File: src/rtl/core/biquad_df2t_cascade_filter_assert.svh
// ----------------------------------------------------------------------------
// biquad cascade assertion macros
// immediate-consequence and next-cycle checks, clocked, reset-qualified
// ----------------------------------------------------------------------------
`ifndef BIQUAD_DF2T_CASCADE_FILTER_ASSERT_SVH
`define BIQUAD_DF2T_CASCADE_FILTER_ASSERT_SVH

// antecedent implies consequent in the same cycle
`define BQC_ASSERT_IMPL(label, clk, rst_n, ante, cons) \
    label: assert property (@(posedge clk) disable iff (!rst_n) (ante) |-> (cons)) \
        else $error("bqc check failed");

// antecedent implies consequent in the next cycle
`define BQC_ASSERT_NEXT(label, clk, rst_n, ante, cons) \
    label: assert property (@(posedge clk) disable iff (!rst_n) (ante) |=> (cons)) \
        else $error("bqc check failed");

`endif

File: src/rtl/core/bqc_pkg.sv
// ----------------------------------------------------------------------------
// bqc_pkg
// shared constants, control codes and structs of the biquad cascade
// ----------------------------------------------------------------------------
package bqc_pkg;

    // sizing
    localparam int MAX_SECTIONS_DEF  = 8;
    localparam int WORDS_PER_SECTION = 7;
    localparam int SAMPLE_W          = 32;
    localparam int COEF_W            = 32;
    localparam int ACC_W             = 64;
    localparam int CFG_W             = 4;
    localparam int CFG_IDX_W         = 1;
    localparam int SEC_CNT_W         = 5;
    localparam int STEP_W            = 4;
    localparam int SHIFT_W           = 5;
    localparam int SHAMT_W           = 6;

    // fixed point formats
    localparam int ACC_FRAC    = 61;
    localparam int SAMPLE_FRAC = 31;
    localparam int GAIN_FRAC   = 45;
    localparam int Y_RND_SHIFT  = ACC_FRAC - SAMPLE_FRAC - 1;
    localparam int OUT_RND_BASE = GAIN_FRAC - SAMPLE_FRAC - 1;
    localparam int RND_W        = ACC_W - OUT_RND_BASE;

    // input item layout
    localparam int IDX_W        = 6;
    localparam int SAMPLE_LSB   = 0;
    localparam int IDX_LSB      = SAMPLE_LSB + SAMPLE_W;
    localparam int VAL_LSB      = IDX_LSB + IDX_W;
    localparam int IN_FIELDS_W  = VAL_LSB + COEF_W;
    localparam int IN_TDATA_W   = ((IN_FIELDS_W + 7) / 8) * 8;

    // word positions inside one section
    localparam logic [2:0] POS_A2 = 3'd0;
    localparam logic [2:0] POS_A1 = 3'd1;
    localparam logic [2:0] POS_B2 = 3'd2;
    localparam logic [2:0] POS_B1 = 3'd3;
    localparam logic [2:0] POS_B0 = 3'd4;
    localparam logic [2:0] POS_SH = 3'd5;
    localparam logic [2:0] POS_G  = 3'd6;

    typedef enum logic [CFG_IDX_W-1:0] {
        CFG_BIQUAD_COUNT  = 1'b0,
        CFG_SERIES_LENGTH = 1'b1
    } cfg_reg_t;

    typedef enum logic [2:0] {
        ACC_NONE,
        ACC_B0,
        ACC_ND0_INIT,
        ACC_ND1_INIT,
        ACC_ND0_ADD,
        ACC_ND1_ADD
    } acc_op_t;

    typedef enum logic [1:0] {
        RND1_NONE,
        RND1_Y,
        RND1_OUT
    } rnd1_op_t;

    typedef enum logic [1:0] {
        RND2_NONE,
        RND2_Y,
        RND2_V
    } rnd2_op_t;

    typedef struct packed {
        logic     capture;
        logic     load_x;
        logic     mul_y;
        acc_op_t  acc_op;
        rnd1_op_t rnd1;
        rnd2_op_t rnd2;
        logic     sh_load;
        logic     d_write;
        logic     sum_clear;
        logic     sum_add;
    } dp_ctrl_t;

    typedef struct packed {
        logic [SAMPLE_W-1:0] x;
        logic [SAMPLE_W-1:0] sum;
    } dp_stat_t;

endpackage

File: src/rtl/core/bqc_coef_mem.sv
// ----------------------------------------------------------------------------
// bqc_coef_mem
// coefficient word memory, one write and one registered read port,
// per-word valid bits so unwritten words read as zero after reset
// ----------------------------------------------------------------------------
module bqc_coef_mem #(
    parameter  int MAX_SECTIONS = bqc_pkg::MAX_SECTIONS_DEF,
    localparam int TABLE_WORDS  = MAX_SECTIONS * bqc_pkg::WORDS_PER_SECTION,
    localparam int ADDR_W       = $clog2(TABLE_WORDS)
) (
    input  logic                        clk,
    input  logic                        rst_n,
    input  logic                        we,
    input  logic [ADDR_W-1:0]           waddr,
    input  logic [bqc_pkg::COEF_W-1:0]  wdata,
    input  logic [ADDR_W-1:0]           raddr,
    output logic [bqc_pkg::COEF_W-1:0]  rdata
);
    import bqc_pkg::*;

    logic [COEF_W-1:0] mem [TABLE_WORDS];
    logic              vld_reg [TABLE_WORDS];
    logic [COEF_W-1:0] rd_data_reg;
    logic              rd_vld_reg;

    always_ff @(posedge clk)
    begin
        if (we)
        begin
            mem[waddr] <= wdata;
        end
        rd_data_reg <= mem[raddr];
    end

    always_ff @(posedge clk or negedge rst_n)
    begin
        if (!rst_n)
        begin
            for (int n = 0; n < TABLE_WORDS; n++)
            begin
                vld_reg[n] <= 1'b0;
            end
            rd_vld_reg <= 1'b0;
        end
        else
        begin
            if (we)
            begin
                vld_reg[waddr] <= 1'b1;
            end
            rd_vld_reg <= vld_reg[raddr];
        end
    end

    // never-written words read as their reset value
    assign rdata = rd_vld_reg ? rd_data_reg : '0;

endmodule

File: config.mk
export PLATFORM = sky130hd
export DESIGN_NAME = bqc_coef_mem
export DESIGN_NICKNAME = d
export VERILOG_FILES = /design/src/rtl/core/biquad_df2t_cascade_filter_assert.svh /design/src/rtl/core/bqc_pkg.sv /design/src/rtl/core/bqc_coef_mem.sv
export SDC_FILE = /design/constraint.sdc
export NUM_CORES = 2
export LEC_CHECK = 0
export BUFFER_PORTS_ARGS = -buffer_cell sky130_fd_sc_hd__buf_2
export CELL_PAD_IN_SITES_DETAIL_PLACEMENT = 2
export CELL_PAD_IN_SITES_GLOBAL_PLACEMENT = 2
export CORE_UTILIZATION = 46
export DETAILED_ROUTE_END_ITERATION = 10
export PLACE_DENSITY_LB_ADDON = 0.2
export SKIP_CTS_REPAIR_TIMING = 1
export SYNTH_ARGS = -nofsm -noshare
export SYNTH_HDL_FRONTEND = slang
export SYNTH_SLANG_ARGS = --single-unit
File: constraint.sdc
create_clock -name clk -period 6.2 [get_ports clk]
set_input_delay 0.93 -clock clk [delete_from_list [all_inputs] [get_ports clk]]
set_output_delay 0.93 -clock clk [all_outputs]
set_load 0.01 [all_outputs]
==> results.cfg <==
[outcome]
status = complete, but fails checks
violations = design-rule violations

[sta]
finalSetupViolations = 0
tightest_slew_ns = 1.36
rsz0062_at_grt = no
finalWorstSetupSlack_ns = 2.63
hold_viol = 0
final_max_slew_viol_count = 0
max_freq_mhz = 280
relSlewSlack_pct = 9.31
setup_tns_ns = 0
finalCritPeriodShare_pct = 57.6
post-route-min-period_ns = 3.57
clock_skew_ns = 0.0291

[power]
swShare_pct = 22.1
pwr-share-comb_pct = 5.3
fin_total_pwr_mw = 27.5
ir_drop_uv = 290
pwr-share-seq_pct = 51.7
p_switching_mw = 6.08
p_leak_nw = 25.7
pwr-share-clk_pct = 43.0
cell_internal_pwr_mw = 21.4
powerDensity_nw_per_um2 = 338

[global_route]
grt_overflow = 0
grt_max_degree = 82
grt_pass1_wl_um = 314000
grt_usage_pct = 29.4
grt_pass1_vias = 37600
antenna_found_initial = 20

[worst_setup_path]
r2r_start = mem[31][7]$_DFFE_PP_
crit_type = in2reg
critical_path.startpoint = raddr[0]
worstPathCellList = buf_8 > buf_12 > mux4_2 > a22o_1 > a221oi_1 > a311oi_1
crit_slowest_cell = a221oi_1
cp.arrival_ns = 4.22
worstRegToRegCells = 4
cp.required_ns = 6.85
crit_path_end_kind = flip-flop
startpoint_type = input port
cp_max_fo = 54
max_stage_delay_ns = 1.04

[synth]
synth_area_um2 = 71500
mappedNetlistNets = 3024
syn_area_per_cell_um2 = 24.0
yosysWarnings = 0
async_reset_ff_share_pct = 3.03
ys.flop_type = edfxtp_1
synth_cell_types = 38
synth_seq_area_share_pct = 78.1
synth-edff-count = 1792
ys_ff_latch = 1881
syn_inst = 2977

[floorplan]
initial_core_util_pct = 46.4
pin_count = 79
die_area_um2 = 157000
die_height_um = 396
dieWidth_um = 396
core_um2 = 154000
rows = 144

[cts]
tritoncts = built
clk_latency_ns = 0.82
clk_pin_slew_ns = 0.06
htree_num_levels = 4
clock-sinks = 1881
cts_max_path_buffers = 3
clockRootBuffer = clkbuf_16
cts_buffers = 193

[job]
maxCapViolCount = 0

[place]
gp_congestion = 0.787
hpwl_um = 128000
pre_cts_slack_ns = 1.70
io_buffers = 78

[layout]
drive_gt1_share_pct = 34.5
multi_input_area_um2 = 15300
fillers = 12900
nets = 3240
post-route-util_pct = 52.8
largest_register_ffs = 1792
regArea_um2 = 55900
syn2layout_area_growth_pct = 13.9

[route]
routed_wl_um = 228000
drcViolationCount = 12
drt_iter0_drc = 4218
ant_nets = 0
post_drt_via_cell_ratio = 6.47
firstDrtPassIters = 10
num_vias = 35000
routedWlPerCell_um = 42.1

[min_path]
hold_path_class = in2async
==> stage by stage <==
step	cell area [um^2]	hold slack [ns]	cells
final	81400	0.331	5407
after global routing	81400	0.349	5405
after global placement	75100	0.445	5042
after floorplan	71500	0.434	2977
after CTS	81400	0.328	5402
after detailed placement	75100	0.453	5042
==> worst max-delay path: cells and delay by family <==
kind | cells | cell delay, ns
mux | 1 | 0.60
compound gates | 3 | 1.50
buf+inv | 2 | 0.96
==> path summary, 6_finish.rpt <==
| check | end | slack, ns |
|---|---|---|
| max | rd_data_reg[7]$_DFF_P_ | 2.63 |
| min | vld_reg[28]$_DFFE_PN0P_ | 0.33 |
| min reg2reg | vld_reg[37]$_DFFE_PN0P_ | 0.47 |
| min in group clk | vld_reg[37]$_DFFE_PN0P_ | 0.47 |
| max reg2reg | rd_data_reg[7]$_DFF_P_ | 3.66 |
| max in group asynchronous | vld_reg[42]$_DFFE_PN0P_ | 5.21 |
==> routing by layer <==
layer  vias to the layer above  global-route usage [%]  wire length, um
met5                         -                       0              106
met2                      1738                    50.2           117000
met3                       396                    4.74            15600
met1                     19700                    39.0            88400
li1                      13200                       -                -
met4                        14                    8.81             6960
==> power by group through the flow <==
| stage | Clock (mW) | Combinational, mW | Sequential, mW |
|---|---|---|---|
| after global routing | 12.4 | 1.53 | 14.2 |
| after floorplan | 0 | 0.825 | 14.4 |
| after global placement | 0 | 1.37 | 14.4 |
| after CTS | 12.0 | 1.48 | 14.2 |
| final | 11.8 | 1.47 | 14.2 |
| after detailed placement | 0 | 1.46 | 14.5 |
==> layout make-up <==
| type | count | area share, % |
|---|---|---|
| inverter | 3 | 0.0138 |
| clock inverter | 88 | 1.06 |
| sequential | 1881 | 68.6 |
| clock buffer | 272 | 6.72 |
| tap | 2044 | 3.14 |
| antenna | 5 | 0.0154 |
| multi-input combinational | 943 | 18.8 |
| timing repair buffer | 171 | 1.61 |
==> logic make-up after synthesis <==
| family | share of synthesized area, % |
|---|---|
| buffers and inverters | 1.05 |
| AND/OR/NAND/NOR | 1.74 |
| AO/OA/AOI/OAI | 0.836 |
| multiplexers | 18.2 |
| flip-flops | 78.1 |
==> Yosys cell counts (6+ instances only) <==
cell	count	area share, %
buf_1	24	0.13
o22ai_1	10	0.087
mux2_2	54	0.85
a21oi_1	6	0.042
or2_2	59	0.52
nand2_1	28	0.15
nor2_1	76	0.40
buf_6	9	0.14
nor2b_1	27	0.24
and2_1	33	0.29
clkbuf_1	55	0.29
buf_2	50	0.35
dfrtp_1	57	2.0
edfxtp_1	1792	75
dfxtp_1	32	0.90
mux2i_1	41	0.57
o21ai_0	6	0.042
buf_4	12	0.13
a221o_1	21	0.29
mux4_2	534	17
==> cell usage in the layout, fill, tap and decap left out, drive strengths merged, types with 6 or more instances in the layout <==
| cell type | synthesis | routed |
|---|---|---|
| edfxtp | 1792 | 1792 |
| mux4 | 534 | 534 |
| clkbuf | 55 | 274 |
| buf | 95 | 169 |
| nor2 | 76 | 76 |
| clkinv | 1 | 67 |
| or2 | 59 | 59 |
| dfrtp | 57 | 57 |
| mux2 | 54 | 54 |
| mux2i | 41 | 41 |
| and2 | 33 | 33 |
| dfxtp | 32 | 32 |
| nand2 | 28 | 28 |
| nor2b | 27 | 27 |
| a221o | 21 | 21 |
| bufinv | 0 | 14 |
| o22ai | 10 | 10 |
| inv | 2 | 9 |
| o21ai | 6 | 6 |
| a21oi | 6 | 6 |
No activity file was read; power rests on OpenSTA's default activity.
